==> src/sv/snc_pkg.sv <==
`timescale 1ns / 1ps

package snc_pkg;

  localparam int unsigned NEST_LIMIT_DEF = 255;
  localparam int unsigned NUM_BRACKETS = 5;

  localparam logic [7:0] CH_TAB    = 8'h09;
  localparam logic [7:0] CH_LF     = 8'h0A;
  localparam logic [7:0] CH_CR     = 8'h0D;
  localparam logic [7:0] CH_SPACE  = 8'h20;
  localparam logic [7:0] CH_HASH   = 8'h23;
  localparam logic [7:0] CH_STAR   = 8'h2A;
  localparam logic [7:0] CH_DASH   = 8'h2D;
  localparam logic [7:0] CH_COLON  = 8'h3A;
  localparam logic [7:0] CH_LT     = 8'h3C;
  localparam logic [7:0] CH_GT     = 8'h3E;
  localparam logic [7:0] CH_LOW_A  = 8'h61;
  localparam logic [7:0] CH_LOW_Z  = 8'h7A;
  localparam logic [7:0] CH_LBRACE = 8'h7B;
  localparam logic [7:0] CH_RBRACE = 8'h7D;
  localparam logic [7:0] CH_TILDE  = 8'h7E;
  localparam logic [7:0] NOTE_B0   = 8'hE2;
  localparam logic [7:0] NOTE_B1   = 8'h99;
  localparam logic [7:0] NOTE_QTR  = 8'hA9;
  localparam logic [7:0] NOTE_8TH  = 8'hAA;
  localparam logic [7:0] NOTE_BEAM = 8'hAB;
  localparam logic [7:0] NOTE_16TH = 8'hAC;

  // openers: first byte in the low bits; closers: newest byte in the low bits
  localparam logic [23:0] OPEN_VAL [NUM_BRACKETS] = '{
    24'h00005B, 24'h000028, 24'h88BCEF, 24'h9080E3, 24'h8C80E3
  };
  localparam logic [23:0] CLOSE_VAL [NUM_BRACKETS] = '{
    24'h00005D, 24'h000029, 24'hEFBC89, 24'hE38091, 24'hE3808D
  };
  localparam logic [1:0] BRACKET_LEN [NUM_BRACKETS] = '{
    2'd1, 2'd1, 2'd3, 2'd3, 2'd3
  };

  typedef enum logic [1:0] {
    NOTE_IDLE  = 2'd0,
    NOTE_LEAD  = 2'd1,
    NOTE_MID   = 2'd2
  } note_prog_t;

  typedef struct packed {
    logic                       line_started;
    logic [23:0]                head_bytes;
    logic [1:0]                 head_count;
    logic [23:0]                recent_bytes;
    logic [1:0]                 recent_count;
    logic [23:0]                final_bytes;
    logic [1:0]                 final_count;
    logic [NUM_BRACKETS-1:0]    closer_found;
    logic                       notes_only;
    note_prog_t                 note_progress;
    logic                       colon_seen;
    logic                       text_after_colon;
    logic                       text_before_colon;
    logic                       lower_before_colon;
  } line_state_t;

  localparam line_state_t LINE_RESET = '{
    line_started:       1'b0,
    head_bytes:         24'd0,
    head_count:         2'd0,
    recent_bytes:       24'd0,
    recent_count:       2'd0,
    final_bytes:        24'd0,
    final_count:        2'd0,
    closer_found:       '0,
    notes_only:         1'b1,
    note_progress:      NOTE_IDLE,
    colon_seen:         1'b0,
    text_after_colon:   1'b0,
    text_before_colon:  1'b0,
    lower_before_colon: 1'b0
  };

  function automatic logic seq_match(input logic [23:0] bytes, input logic [1:0] count,
                                     input logic [1:0] len, input logic [23:0] val);
    logic hit;
    begin
      if (len == 2'd1) begin
        hit = (bytes[7:0] == val[7:0]);
      end else begin
        hit = (bytes == val);
      end
      seq_match = hit && (count >= len);
    end
  endfunction

endpackage

==> src/sv/subtitle_noise_cue_classifier_top.sv <==
`timescale 1ns / 1ps

// subtitle cue noise classifier: one byte request per cycle, with byte_valid low for an
// empty request; on the request flagged end_of_cue the open line is judged and one
// is_noise result is presented from the output register once the request leaves the
// input register, then all line and cue state returns to reset. throughput is one request
// per cycle while the input is not stalled, set by a single input register feeding the
// per-byte line state update; the input side stalls only while a cue-end request waits
// for the output register to be taken. markup depth counters saturate at NEST_LIMIT.
module subtitle_noise_cue_classifier_top #(
  parameter int unsigned NEST_LIMIT = snc_pkg::NEST_LIMIT_DEF
) (
  input  logic       clk,
  input  logic       rst_n,
  input  logic       in_valid,
  output logic       in_ready,
  input  logic [7:0] in_text_byte,
  input  logic       in_byte_valid,
  input  logic       in_end_of_cue,
  output logic       out_valid,
  input  logic       out_ready,
  output logic       out_is_noise
);

  logic       s1_valid_r, s1_valid_nxt;
  logic [7:0] s1_byte_r;
  logic       s1_bv_r;
  logic       s1_eoc_r;

  logic out_valid_r, out_valid_nxt;
  logic out_is_noise_r, out_is_noise_nxt;

  snc_pkg::line_state_t line_r, line_nxt;
  snc_pkg::line_state_t line_clean;
  snc_pkg::line_state_t line_judged;
  logic any_real_r, any_real_nxt;

  logic out_free;
  logic advance;
  logic is_lf;
  logic line_done;
  logic keep;
  logic real_line;
  logic any_real_upd;

  assign out_free  = !out_valid_r || out_ready;
  assign advance   = s1_valid_r && (!s1_eoc_r || out_free);
  assign in_ready  = !s1_valid_r || advance;
  assign is_lf     = s1_bv_r && (s1_byte_r == snc_pkg::CH_LF);
  assign line_done = is_lf || s1_eoc_r;

  snc_markup #(
    .NEST_LIMIT (NEST_LIMIT)
  ) u_markup (
    .clk        (clk),
    .rst_n      (rst_n),
    .step       (advance && s1_bv_r),
    .line_clear (advance && line_done),
    .text_byte  (s1_byte_r),
    .keep       (keep)
  );

  snc_clean u_clean (
    .cur       (line_r),
    .keep      (keep && s1_bv_r),
    .text_byte (s1_byte_r),
    .nxt       (line_clean)
  );

  // a line feed judges the line as it stood before the byte
  assign line_judged = is_lf ? line_r : line_clean;

  snc_judge u_judge (
    .line      (line_judged),
    .real_line (real_line)
  );

  assign any_real_upd = any_real_r || (line_done && real_line);

  always_comb begin
    s1_valid_nxt     = s1_valid_r;
    line_nxt         = line_r;
    any_real_nxt     = any_real_r;
    out_valid_nxt    = out_valid_r && !out_ready;
    out_is_noise_nxt = out_is_noise_r;
    if (in_ready) s1_valid_nxt = in_valid;
    if (advance) begin
      if (s1_eoc_r) begin
        line_nxt         = snc_pkg::LINE_RESET;
        any_real_nxt     = 1'b0;
        out_valid_nxt    = 1'b1;
        out_is_noise_nxt = !any_real_upd;
      end else if (is_lf) begin
        line_nxt     = snc_pkg::LINE_RESET;
        any_real_nxt = any_real_upd;
      end else begin
        line_nxt = line_clean;
      end
    end
  end

  always_ff @(posedge clk) begin
    if (!rst_n) begin
      s1_valid_r  <= 1'b0;
      out_valid_r <= 1'b0;
      line_r      <= snc_pkg::LINE_RESET;
      any_real_r  <= 1'b0;
    end else begin
      s1_valid_r  <= s1_valid_nxt;
      out_valid_r <= out_valid_nxt;
      line_r      <= line_nxt;
      any_real_r  <= any_real_nxt;
    end
  end

  always_ff @(posedge clk) begin
    if (in_ready && in_valid) begin
      s1_byte_r <= in_text_byte;
      s1_bv_r   <= in_byte_valid;
      s1_eoc_r  <= in_end_of_cue;
    end
    out_is_noise_r <= out_is_noise_nxt;
  end

  assign out_valid    = out_valid_r;
  assign out_is_noise = out_is_noise_r;

endmodule

==> src/sv/snc_markup.sv <==
`timescale 1ns / 1ps

module snc_markup #(
  parameter int unsigned NEST_LIMIT = snc_pkg::NEST_LIMIT_DEF
) (
  input  logic       clk,
  input  logic       rst_n,
  input  logic       step,
  input  logic       line_clear,
  input  logic [7:0] text_byte,
  output logic       keep
);

  localparam int unsigned DW = $clog2(NEST_LIMIT + 1);
  localparam logic [DW-1:0] LIMIT = DW'(NEST_LIMIT);

  logic [DW-1:0] angle_depth_r, angle_depth_nxt;
  logic [DW-1:0] brace_depth_r, brace_depth_nxt;
  logic          is_markup;

  assign is_markup = (text_byte == snc_pkg::CH_LT) || (text_byte == snc_pkg::CH_GT) ||
                     (text_byte == snc_pkg::CH_LBRACE) || (text_byte == snc_pkg::CH_RBRACE) ||
                     (text_byte == snc_pkg::CH_CR) || (text_byte == snc_pkg::CH_LF);

  assign keep = !is_markup && (angle_depth_r == '0) && (brace_depth_r == '0);

  always_comb begin
    angle_depth_nxt = angle_depth_r;
    brace_depth_nxt = brace_depth_r;
    if (line_clear) begin
      angle_depth_nxt = '0;
      brace_depth_nxt = '0;
    end else if (step) begin
      case (text_byte)
        snc_pkg::CH_LT: begin
          if (angle_depth_r < LIMIT) angle_depth_nxt = angle_depth_r + 1'b1;
        end
        snc_pkg::CH_GT: begin
          if (angle_depth_r != '0) angle_depth_nxt = angle_depth_r - 1'b1;
        end
        snc_pkg::CH_LBRACE: begin
          if (brace_depth_r < LIMIT) brace_depth_nxt = brace_depth_r + 1'b1;
        end
        snc_pkg::CH_RBRACE: begin
          if (brace_depth_r != '0) brace_depth_nxt = brace_depth_r - 1'b1;
        end
        default: begin
        end
      endcase
    end
  end

  always_ff @(posedge clk) begin
    if (!rst_n) begin
      angle_depth_r <= '0;
      brace_depth_r <= '0;
    end else begin
      angle_depth_r <= angle_depth_nxt;
      brace_depth_r <= brace_depth_nxt;
    end
  end

endmodule

==> src/sv/snc_clean.sv <==
`timescale 1ns / 1ps

module snc_clean (
  input  snc_pkg::line_state_t cur,
  input  logic                 keep,
  input  logic [7:0]           text_byte,
  output snc_pkg::line_state_t nxt
);

  logic blank;
  logic skip_lead;
  logic [23:0] recent_new;
  logic [1:0]  recent_cnt_new;

  assign blank = (text_byte == snc_pkg::CH_SPACE) || (text_byte == snc_pkg::CH_TAB);
  assign skip_lead = !cur.line_started && (blank || (text_byte == snc_pkg::CH_DASH));
  assign recent_new = {cur.recent_bytes[15:0], text_byte};
  assign recent_cnt_new = (cur.recent_count == 2'd3) ? 2'd3 : cur.recent_count + 2'd1;

  always_comb begin
    nxt = cur;
    if (keep && !skip_lead) begin
      nxt.line_started = 1'b1;
      // head capture, first byte lowest
      case (cur.head_count)
        2'd0: nxt.head_bytes[7:0]   = text_byte;
        2'd1: nxt.head_bytes[15:8]  = text_byte;
        2'd2: nxt.head_bytes[23:16] = text_byte;
        default: begin
        end
      endcase
      if (cur.head_count != 2'd3) nxt.head_count = cur.head_count + 2'd1;
      nxt.recent_bytes = recent_new;
      nxt.recent_count = recent_cnt_new;
      if (!blank) begin
        nxt.final_bytes = recent_new;
        nxt.final_count = recent_cnt_new;
      end
      for (int b = 0; b < snc_pkg::NUM_BRACKETS; b++) begin
        if (snc_pkg::seq_match(recent_new, recent_cnt_new, snc_pkg::BRACKET_LEN[b],
                               snc_pkg::CLOSE_VAL[b])) begin
          nxt.closer_found[b] = 1'b1;
        end
      end
      // music note tracking
      case (cur.note_progress)
        snc_pkg::NOTE_IDLE: begin
          if (text_byte == snc_pkg::NOTE_B0) begin
            nxt.note_progress = snc_pkg::NOTE_LEAD;
          end else if (!blank && text_byte != snc_pkg::CH_HASH &&
                       text_byte != snc_pkg::CH_STAR && text_byte != snc_pkg::CH_TILDE) begin
            nxt.notes_only = 1'b0;
          end
        end
        snc_pkg::NOTE_LEAD: begin
          if (text_byte == snc_pkg::NOTE_B1) begin
            nxt.note_progress = snc_pkg::NOTE_MID;
          end else begin
            nxt.notes_only    = 1'b0;
            nxt.note_progress = snc_pkg::NOTE_IDLE;
          end
        end
        default: begin
          if (!(text_byte == snc_pkg::NOTE_8TH || text_byte == snc_pkg::NOTE_BEAM ||
                text_byte == snc_pkg::NOTE_16TH || text_byte == snc_pkg::NOTE_QTR)) begin
            nxt.notes_only = 1'b0;
          end
          nxt.note_progress = snc_pkg::NOTE_IDLE;
        end
      endcase
      // speaker label tracking
      if (!cur.colon_seen) begin
        if (text_byte == snc_pkg::CH_COLON) begin
          nxt.colon_seen = 1'b1;
        end else begin
          if (!blank) nxt.text_before_colon = 1'b1;
          if (text_byte >= snc_pkg::CH_LOW_A && text_byte <= snc_pkg::CH_LOW_Z) begin
            nxt.lower_before_colon = 1'b1;
          end
        end
      end else if (!blank) begin
        nxt.text_after_colon = 1'b1;
      end
    end
  end

endmodule

==> src/sv/snc_judge.sv <==
`timescale 1ns / 1ps

module snc_judge (
  input  snc_pkg::line_state_t line,
  output logic                 real_line
);

  logic junk;
  logic starts;
  logic ends;

  always_comb begin
    junk = !line.line_started;
    if (line.notes_only && line.note_progress == snc_pkg::NOTE_IDLE) junk = 1'b1;
    for (int b = 0; b < snc_pkg::NUM_BRACKETS; b++) begin
      starts = snc_pkg::seq_match(line.head_bytes, line.head_count,
                                  snc_pkg::BRACKET_LEN[b], snc_pkg::OPEN_VAL[b]);
      ends   = snc_pkg::seq_match(line.final_bytes, line.final_count,
                                  snc_pkg::BRACKET_LEN[b], snc_pkg::CLOSE_VAL[b]);
      if (starts && (ends || !line.closer_found[b])) junk = 1'b1;
    end
    // all-caps speaker label
    if (line.colon_seen && !line.text_after_colon && line.text_before_colon &&
        !line.lower_before_colon) begin
      junk = 1'b1;
    end
    real_line = line.line_started && !junk;
  end

endmodule
==> config.mk <==
export PLATFORM = sky130hd
export DESIGN_NAME = subtitle_noise_cue_classifier_top
export DESIGN_NICKNAME = d
export VERILOG_FILES = /design/src/sv/snc_pkg.sv /design/src/sv/subtitle_noise_cue_classifier_top.sv /design/src/sv/snc_markup.sv /design/src/sv/snc_clean.sv /design/src/sv/snc_judge.sv
export SDC_FILE = /design/constraint.sdc
export NUM_CORES = 1
export LEC_CHECK = 0
export BUFFER_PORTS_ARGS = -buffer_cell sky130_fd_sc_hd__buf_2
export CAP_MARGIN = 40
export CORE_MARGIN = 2
export CORE_UTILIZATION = 43
export CTS_BUF_LIST = sky130_fd_sc_hd__clkbuf_4 sky130_fd_sc_hd__clkbuf_8
export DETAILED_ROUTE_END_ITERATION = 7
export GPL_TIMING_DRIVEN = 0
export PLACE_DENSITY = 0.63
export REMOVE_ABC_BUFFERS = 1
export SLEW_MARGIN = 15
export SYNTH_ARGS = -nofsm -noshare
export SYNTH_HDL_FRONTEND = slang
export SYNTH_SLANG_ARGS = --single-unit
==> constraint.sdc <==
create_clock -name clk -period 6.3 [get_ports clk]
set_clock_uncertainty 0.05 [all_clocks]
set_input_delay 1.26 -clock clk [delete_from_list [all_inputs] [get_ports clk]]
set_output_delay 1.26 -clock clk [all_outputs]
set_load 0.005 [all_outputs]
### Word level (Yosys, flattened, before mapping)

Index checks and enable logic that the tools add are counted.

* $add $sub $neg: 6
* magnitude comparators: 10
* eq/ne operators: 43
* mux-type cells: 52
* bitwise gates (word level): 1
* reductions and logical operators: 94

Operators with widths (number)
* $mux W91: 4
* $eq A24 B24 Y1 const B: 9
* $eq A8 B6 Y1 const B: 8
* $mux W8: 7
* $eq A8 B8 Y1 const B: 6
* $logic_and A1 B1 Y1: 41
* $eq A8 B7 Y1 const B: 5
* $pmux W8 S2: 2
* $mux W1: 31
* $mux W26: 1
* $eq A8 B4 Y1 const B: 3
* $logic_or A1 B1 Y1: 20
* $logic_not A1 Y1: 18
* $add A8 B1 Y8 const B: 2
* $logic_not A8 Y1: 2
* $lt A8 B8 Y1 const B: 2
* $ne A8 B6 Y1 const B: 2
* $reduce_bool A8 Y1: 2
* $sub A8 B1 Y8 const B: 2
* $mux W2: 6
* $ne A2 B2 Y1 const B: 5
* $ge A8 B7 Y1 const B: 1
* $le A8 B7 Y1 const B: 1
* $ne A8 B7 Y1 const B: 1
* 12 further kinds: 25

* bits in registers: 121
* input bits: 14

### Depth between registers and ports, before layout

Gate-level depths: netlist (run 1).

* word-level depth: 32
* gate-level depth with buffers: 16

### By module

From an unflattened synthesis (run 1), not the netlist that was laid out.

* cell total of the unflattened synthesis: 916
* area total of the unflattened synthesis: 8475.6 sq um

By module, submodules not included
* subtitle_noise_cue_classifier_top: times used 1, cells an instance 457, area an instance 5337.6 sq um, seq. area each 2212.1 sq um
* snc_clean: times used 1, cells an instance 252, area an instance 1551.5 sq um, seq. area each 0.0 sq um
* snc_markup: times used 1, cells an instance 150, area an instance 1197.4 sq um, seq. area each 320.3 sq um
* snc_judge: times used 1, cells an instance 57, area an instance 389.1 sq um, seq. area each 0.0 sq um

### Worst setup path before layout (run 1)

No wires, ideal clock.

* path type: register -> register
* start point: register s1_byte_r[3]
* end point: register u_markup.brace_depth_r[7]
* library setup time: 0.072 ns
* data arrival time: 2.994 ns
* path slack: 3.184 ns
* stages on the path, launching flop included: 17
* period minus slack after synthesis: 3.116 ns
* cells stage by stage: edfxtp_1 clkbuf_1 clkbuf_1 nand2_1 nor2_1 nand2_1 inv_1 ha_1 a21o_1 a21oi_1 o21bai_1 a21oi_1 o21bai_1 a21oi_1 xnor2_1 or3_1 a21oi_1

* cells in the longest elaborated chain, start to end: 5

RTL lines
* from (decl): line subtitle_noise_cue_classifier_top.sv:26 `logic [7:0] s1_byte_r;`
* from (signal assigned): line subtitle_noise_cue_classifier_top.sv:118 `s1_byte_r <= in_text_byte;`
* $eq A8 B4 Y1: line subtitle_noise_cue_classifier_top.sv:49 `assign is_lf = s1_bv_r && (s1_byte_r == snc_pkg::CH_LF);`
* $logic_and A1 B1 Y1: line subtitle_noise_cue_classifier_top.sv:49
* $logic_or A1 B1 Y1: line subtitle_noise_cue_classifier_top.sv:50 `assign line_done = is_lf || s1_eoc_r;`
* $logic_and A1 B1 Y1: line subtitle_noise_cue_classifier_top.sv:58 `.line_clear (advance && line_done),`
* $reduce_or A2 Y1 (no line)
* to (signal assigned): line snc_markup.sv:59 `brace_depth_r <= brace_depth_nxt;`
* to (decl): line snc_markup.sv:18 `logic [DW-1:0] brace_depth_r, brace_depth_nxt;`

Several ways; a longest one is shown, not always the timed one.
A chain may end at the register's enable or synchronous reset.

### Worst setup path in the final report (run 1)

* start point: register s1_byte_r[1]
* end point: register u_markup.angle_depth_r[7]

* cells in the longest elaborated chain, start to end: 5

RTL lines
* $eq A8 B4 Y1: line subtitle_noise_cue_classifier_top.sv:49
* $logic_and A1 B1 Y1: line subtitle_noise_cue_classifier_top.sv:49
* $logic_or A1 B1 Y1: line subtitle_noise_cue_classifier_top.sv:50
* $logic_and A1 B1 Y1: line subtitle_noise_cue_classifier_top.sv:58
* $reduce_or A2 Y1 (no line)
* to (signal assigned): line snc_markup.sv:58 `angle_depth_r <= angle_depth_nxt;`
* to (decl): line snc_markup.sv:17 `logic [DW-1:0] angle_depth_r, angle_depth_nxt;`

Several ways; a longest one is shown, not always the timed one.

==> results of run 1 <==
[metal layers]
layer	global-route usage (%)	part of all wire, %	up-vias
li1	-	-	2596
met1	31.04	46	2574
met2	34.58	44	208
met3	5.861	6.2	58
met4	10.01	3.3	0
met5	0	0	-
[per-stage QoR]
| step | worst slack [ns] | cells | hold slack (ns) |
|---|---|---|---|
| after global placement | 1.717 | 862 | 0.3932 |
| final | 2.226 | 900 | 0.4211 |
| after global routing | 1.796 | 900 | 0.4696 |
| after floorplan | 3.070 | 666 | 0.3802 |
| after detailed placement | 2.305 | 867 | 0.4054 |
| after CTS | 2.278 | 899 | 0.4202 |
[worst min-delay path, delay by kind of cell, from the launching register on]
kind            cells  cell delay (ns)
flops               1             0.32
compound gates      1             0.05
simple gates        1             0.07
[cell type report]
cell class	count	area, um2
Clock buffer	23	297.8
Tap cell	180	225.2
Sequential cell	113	2372
Inverter	14	52.55
Clock inverter	9	81.33
Timing Repair Buffer	22	133.9
Fill cell	1323	7203
Multi-Input combinational cell	539	3568
[cell families (layout without fill, tap and decap cells)]
family | Yosys count | after routing
xor+xnor | 16 | 16
simple gates | 323 | 323
mux | 13 | 13
flops | 113 | 113
fa+ha+maj | 14 | 14
buf+inv | 50 | 68
compound gates | 173 | 173
[flip-flops by register name, summed over array words and instances (netlist names)]
signal                  flops
u_markup.brace_depth_r      8
out_valid                   1
u_markup.angle_depth_r      8
s1_bv_r                     1
s1_byte_r                   8
line_r                     83
out_is_noise                1
any_real_r                  1
s1_eoc_r                    1
s1_valid_r                  1
[power by group]
part	switching (uW)	internal, uW	leakage [uW]
registers	24.6	736	0.000930
logic	67.3	37.7	0.00112
clock network	302	354	0.000200
total	394	1130	0.00225
[worst max-delay path by stage]
stage | end | slack (ns) | depth (start not counted)
after floorplan | u_markup.angle_depth_r[7] | 3.07 | 13
after global placement | u_markup.angle_depth_r[0] | 1.72 | 5
after detailed placement | u_markup.angle_depth_r[7] | 2.30 | 13
after CTS | u_markup.angle_depth_r[7] | 2.28 | 13
after global routing | u_markup.angle_depth_r[7] | 1.80 | 13
final | u_markup.angle_depth_r[7] | 2.23 | 13
[cell usage in the layout (no fill, tap or decap), types with 4 or more instances in the layout]
cell type	count
a21boi_0	4
a21oi_1	37
a22oi_1	65
a31oi_1	4
and3_1	4
buf_2	19
clkbuf_8	20
clkinv_2	4
dfxtp_1	102
edfxtp_1	11
ha_1	12
inv_1	14
mux2i_1	12
nand2_1	42
nand2b_1	10
nand3_1	16
nand3b_1	4
nand4_1	14
nand4b_1	4
nor2_1	65
nor2b_1	86
nor3_1	17
nor3b_1	4
nor4_1	18
o211ai_1	6
o21ai_0	16
o21bai_1	5
or3_1	4
or4_1	4
xnor2_1	14
[cell usage after synthesis (12+ instances only)]
cell / n
dfxtp_1: 102
nor2b_1: 86
nor2_1: 66
a22oi_1: 65
nand2_1: 42
a21oi_1: 37
clkbuf_1: 22
nor4_1: 18
nor3_1: 17
nand3_1: 16
o21ai_0: 16
inv_1: 14
nand4_1: 14
xnor2_1: 14
ha_1: 12
mux2i_1: 12
==> summary by stage, run 1 <==
Outcome
The run finished with clean final reports.

Global routing
The via count of the first global-routing pass is around 5,200. The overall fraction of global-route tracks in use is a little under a quarter. The global-route wire length before repair is approximately 27 mm.

The total grt overflow is 0. The initial antenna violation count is 0. Entering global routing, the biggest net connects 54 pins.

Clocking
After clock tree synthesis, the repair step resized 0 gates. The count of H-tree levels built during CTS is 4. Counting every sink on the clock net gives ~110. Clock-pin slew was measured on the worst setup and hold paths at about 0.07 ns. The number of setup buffers added after CTS is 0. The TritonCTS clock tree is done. The later pin in the worst-skew pair is clocked with a latency of 0.45 ns. The root buffer selected by CTS is clkbuf_8.

The cts-stage hold buffer count is 0. The number of clock buffers added by TritonCTS is 17. The clock passes through at most 2 buffers.

Synth
The number of flops mapped to enable cells by yosys is 11. After synthesis, the largest family of logic cells by area is simple AND/OR/NAND/NOR gates. Counting every instance in the synthesized netlist gives ~700. By area the synthesized netlist is led by dfxtp_1, nor2b_1, a22oi_1, edfxtp_1, nor2_1. The fraction of the yosys area taken by sequential cells is about two fifths. In this run the cell area of the synthesized design comes to 6151 um2. The average size of a mapped cell is 8.762 um2. After Yosys synthesis, and, or, nand and nor cells account for between 30% and 40% of the synthesized area.

The synthesized design devotes to its leading area cell type 33.20% of total area. The synthesized netlist devotes 19.71% of its cell area to compound gates. Of all cell types, the one taking the most synthesized area is dfxtp_1. In the synthesized netlist the dominant register cell turns out to be dfxtp_1.

In the synthesized netlist the async set-or-reset flop fraction comes to 0%. Of the total synthesized cell area, the portion taken by full adders, half adders and majority gates is approximately 3%. After synthesis the netlist holds a flip-flop and latch count of ~110. The number of distinct library cells after synthesis is between 70 and 80. The portion of netlist area occupied by mux cells is around 2.2%. Yosys printed 0 warnings. Summing the areas of all xor and xnor instances in the mapped netlist gives roughly 2.3% of the synthesized area.

STA
At the pin with the least slew margin, the transition time is 0.9400 ns. The number of hold-slack violations in the final timing report is 0. The worst path in the final design needs a cycle of roughly 4.1 ns, including I/O delays and setup. The worst relative slew slack is between 30% and 40%.

Setup repair after global routing left no endpoint under its margin. The final number of max-transition violations came to 0. The part of the cycle the worst path needs is between 60% and 70%. The highest clock frequency the design can meet is about 250 MHz. The number of endpoints failing setup at the final stage is 0. For the final routed database, the setup TNS stands at 0 ns.

Layout
Once layout is done, the placed cells without fillers occupy between 6000 and 7000 um2. The area growth from synthesis to layout is 9.439%. The total inserted antenna cells is 0. The final core area utilization is between 40% and 50%. After the last flow step, the layout net total stands at about 740. In the final layout, the share of cells above drive strength 1 is 10.97%.

Setup path
The cell repeated most along the worst path is a21oi_1. Tracing the worst setup path back leads to its startpoint at s1_byte_r[1]. Of all nets on the critical path, the largest fanout is 20.

The required time at the endpoint of the critical path is ~6.6 ns. The largest single stage delay on the critical path is ~0.95 ns. In this run the register-to-register setup slack is approximately 2.2 ns. The launching point of the worst reg2reg path is s1_byte_r[1]. The length in cells of the worst reg-to-reg path is 13.

Data arrives at the worst endpoint at ~4.3 ns. STA classifies the critical path startpoint as a register. The type of element capturing the critical path is a register.

The critical path goes through nor4b_1 -> nand2b_1 -> inv_1 -> ha_1 -> a21o_1 -> a21oi_1 -> o21bai_1 -> a21oi_1 -> o21bai_1 -> a21oi_1 -> mux2i_1 -> xnor2_1 -> nor2_1. The critical path is of the register to register type. The endpoint of the worst register-to-register path is u_markup.angle_depth_r[7].

On the critical path, the stage with the largest delay is an instance of edfxtp_1. Grouping stages by cell kind, the critical path spends the most delay in compound AO/OA/AOI/OAI gates. The number of buffers and inverters on the critical path is 1.

Route
The first detailed-routing pass ran for 5 iterations. The final antenna-violating net count is 0. The number of design rule violations left after detail routing is 0. Wires add up to ~16 mm. For this block, the initial DRC count from the detailed router was about 470. After detailed routing, the number of vias per cell comes to 6.040. The total via count in the routed design is 5,436. The routed wirelength normalized by instance count is approximately 18 um.

Die
The die extent in y is 123.6 um. The I/O pin count is 17. The floorplan row count is 43.

Once the floorplan was initialized, standard cells occupied around 44% of the core. The floorplan step defined a core boundary enclosing 13,930 um2. The area of the die is 15,280 um2.

The floorplan die width is approximately 120 um.

Placed design
At the end of routability-driven placement, the weighted congestion stood at 0.9634. The wire-length estimate of the detail-placed layout is between 10 and 15 mm. The total cell area at the placement stage is 6347 um2. The count of buffers added on input and output ports is 16.

Min path
The worst min-delay path endpoint is line_r[8]. The number of instances on the worst hold path is 2. The startpoint of the tightest hold check path is line_r[8]. The min-delay analysis places its worst path in the category register to register.

Pwr
The maximum VDD drop is approximately 180 uV. The power per cell area is between 200 and 250 nW/um2. The overall power is between 1500 and 2000 uW. Summed over all cells, the static leakage comes to roughly 0.0022 uW.

Run
Across the run, the number of max-cap violations was 0.
Note: power is estimated with default switching activity, not from simulation.
==> run 2, diff against run 1 <==
- PLACE_DENSITY: 0.63 -> 0.65
- clock period: 6.3 -> 3.7 ns (I/O delays scaled with it)
==> summary by stage, run 2 (synthesis gave the netlist of run 1 again) <==
Outcome
The flow ran to the end, and the final reports show no timing, DRC or antenna violations.

STA
The final total negative setup slack is 0 ns (unchanged). Setup repair after global routing left no endpoint under its margin. The number of endpoints failing setup at the final stage was 0 (unchanged). The final number of max-transition violations is 0 (unchanged). The actual transition at the worst max-transition pin came to 0.8853 ns (-0.05473 ns). The worst relative slew slack came to 40.53% (+4.8 points). The final-layout worst hold slack is 0.4105 ns (-0.01057 ns).

The highest clock frequency the design can meet is 288.4 MHz (+17%). The number of hold-slack violations in the final timing report came to 0 (unchanged). The part of the cycle the worst path needs is 93.72% (+29 points). The final critical delay including setup and external delays came to 3.468 ns (-0.6060 ns).

Setup path
The minimum setup slack among reg-to-reg paths is 0.23 ns (-1.99 ns). The endpoint identified for the worst register-to-register timing path is any_real_r. The critical path in this run is classified as register to register. The arrival time reported for the critical path endpoint came to 3.76 ns (-0.57 ns). The worst setup path is launched from a register. The required time at the endpoint of the critical path is 4.00 ns (-2.56 ns).

The highest fanout seen on the critical path is 12 (-40%). The length in cells of the worst reg-to-reg path is 10 (-3). STA classifies the critical path endpoint as a register.

The launching point of the worst reg2reg path is s1_byte_r[3].

Min path
The worst hold path begins at in_end_of_cue. The worst hold path class is input pin to register. The number of instances on the worst hold path is 1 (-1). The path with the worst hold slack has its endpoint at s1_eoc_r.

Clocking
The TritonCTS clock tree is done. The root buffer cell chosen for the clock tree is clkbuf_8. The CTS sink count is 113 (unchanged). The number of buffers on the longest clock path is 2 (unchanged).

The worst-skew pair later-pin latency is 0.45 ns (about the same). The clock input transition at the sequential cells of the worst setup and hold paths is 0.07 ns (about the same). The number of buffers added by the clock tree synthesis step was 17 (unchanged).

The cts-stage hold buffer count is 0 (unchanged). The count of H-tree levels built during CTS is 4 (unchanged).

Layout
The flip-flop count of the largest register, all copies and words added is 83 (unchanged). The number of nets in the layout came to 762 (+3.7%). The register with the most flip-flops in the final layout is line_r. The library cell used most frequently in the layout, excluding fill and tap cells, is dfxtp_1. The post-route cell area is 6982 um2 (+3.7%).

The share of layout cells above drive strength 1 was 14.34% (+3.4 points). The total inserted antenna cells came to 0 (unchanged). The library cells used most frequently in the layout, excluding fill and tap cells, are dfxtp_1, nor2b_1, nor2_1. From synthesis to final layout, the design area changed by 13.51%.

Route
The number of design-rule violations left by the first detailed-router iteration is 512 (+8.5%). The via-per-instance ratio came to 6.013 (-0.45%). The wire length after detailed routing is 16.73 mm (+2.3%). The number of detailed-routing iterations run before antenna repair was 5 (unchanged). The routed wirelength normalized by instance count is 18.07 um (-0.60%). The total via count in the routed design is 5,568 (+2.4%). The number of design rule violations left after detail routing was 0 (unchanged). The final antenna-violating net count is 0 (unchanged).

Placed design
The number of port buffers is 16 (unchanged). The post-DP HPWL came to 11.34 mm (+0.35%). The total cell area at the placement stage is 6356 um2 (+0.14%). The routability-driven placement congestion ratio is 0.9661 (+0.28%).

Die
The area of the die is 15,280 um2 (unchanged). The die extent in y is 123.6 um (unchanged). The starting utilization of the core area came to 44.14% (unchanged). The area of the core is 13,930 um2 (unchanged). The I/O pin count was 17 (unchanged).

The floorplan row count is 43 (unchanged). The floorplan die width came to 123.6 um (unchanged).

Global routing
The via count of the first global-routing pass was 5,224 (-0.34%). The pin count of the biggest net entering global routing is 52 (-3.7%). The global-route wire length before repair is 27.18 mm (+0.54%). The total grt overflow is 0 (unchanged). The initial antenna violation count is 0 (unchanged). The overall fraction of global-route tracks in use is 23.25% (+0.31 points).

Pwr
The static leakage is 0.002400 uW (+6.8%). The maximum VDD drop is 265.4 uV (+47%). The power per cell area is 387.1 nW/um2 (+71%).

Run
The max capacitance violation total came to 0 (unchanged).
## run 2: cell count changes in the layout (fill, tap and decap cells not counted), sizes merged
cell	change
buf	+27
bufinv	+1
clkbuf	+3
clkinv	-3
clkinvlp	-1
inv	-1
## run 2: area by class of cell
class                           instances  area (um2)
Tap cell                              180       225.2
Inverter                               14       52.55
Fill cell                            1293        6953
Clock buffer                           26       332.8
Timing Repair Buffer                   49       346.6
Multi-Input combinational cell        539        3577
Sequential cell                       113        2372
Clock inverter                          5       75.07
## run 2: worst max-delay path by stage
stage / start / endpoint / slack (ns) / cells past startpoint
after global placement: s1_byte_r[1] / u_markup.angle_depth_r[2] / -0.84 / 5
final: s1_byte_r[3] / any_real_r / 0.23 / 10
after CTS: s1_byte_r[3] / u_markup.brace_depth_r[7] / 0.04 / 14
after floorplan: s1_byte_r[1] / u_markup.angle_depth_r[7] / 0.47 / 13
after global routing: s1_byte_r[1] / u_markup.brace_depth_r[7] / 0.04 / 14
after detailed placement: s1_byte_r[1] / u_markup.angle_depth_r[7] / -0.30 / 13
## run 2: layer usage
layer  vias up  track usage [%]  routed length, um
met5         -                0                  0
met4         0            11.51                555
met3        51            4.625               1025
met2       227            35.61               7593
met1      2647            31.26               7558
li1       2643                -                  -
## run 2: per-stage QoR
stage	power (uW)	setup WS, ns	util, %	std cells
3_5_place_dp	1495	-0.3028	45.61	868
5_1_grt	2786	0.04122	50.10	926
2_1_floorplan	1418	0.4701	-	666
4_1_cts	2690	0.04417	48.81	902
6_report	2703	0.2323	50.10	926
3_3_place_gp	1483	-0.8379	45.07	862
## run 2: what timing repair did
item,in CTS,in global routing
setup endpoints to repair,10,19
pin swaps,0,0
resized for setup,3,0
buffers inserted,3,24
## run 2: critical path: stages (launching register included)
cell and delay, ns:
edfxtp_1 0.54, buf_4 0.21, nor3b_1 0.17, nand4b_1 0.50, nand2_1 0.16, or4_4 0.66, or2_1 0.25, a211oi_2 0.22
and4b_1 0.22, o2111ai_1 0.16, and3_1 0.21
## run 2: report_power, final
part / internal (uW) / switching [uW] / leakage, uW / total, uW
Combinational: 83.8 / 139 / 0.00125 / 223
Sequential: 1250 / 23.3 / 0.000930 / 1280
Clock: 711 / 493 / 0.000217 / 1200
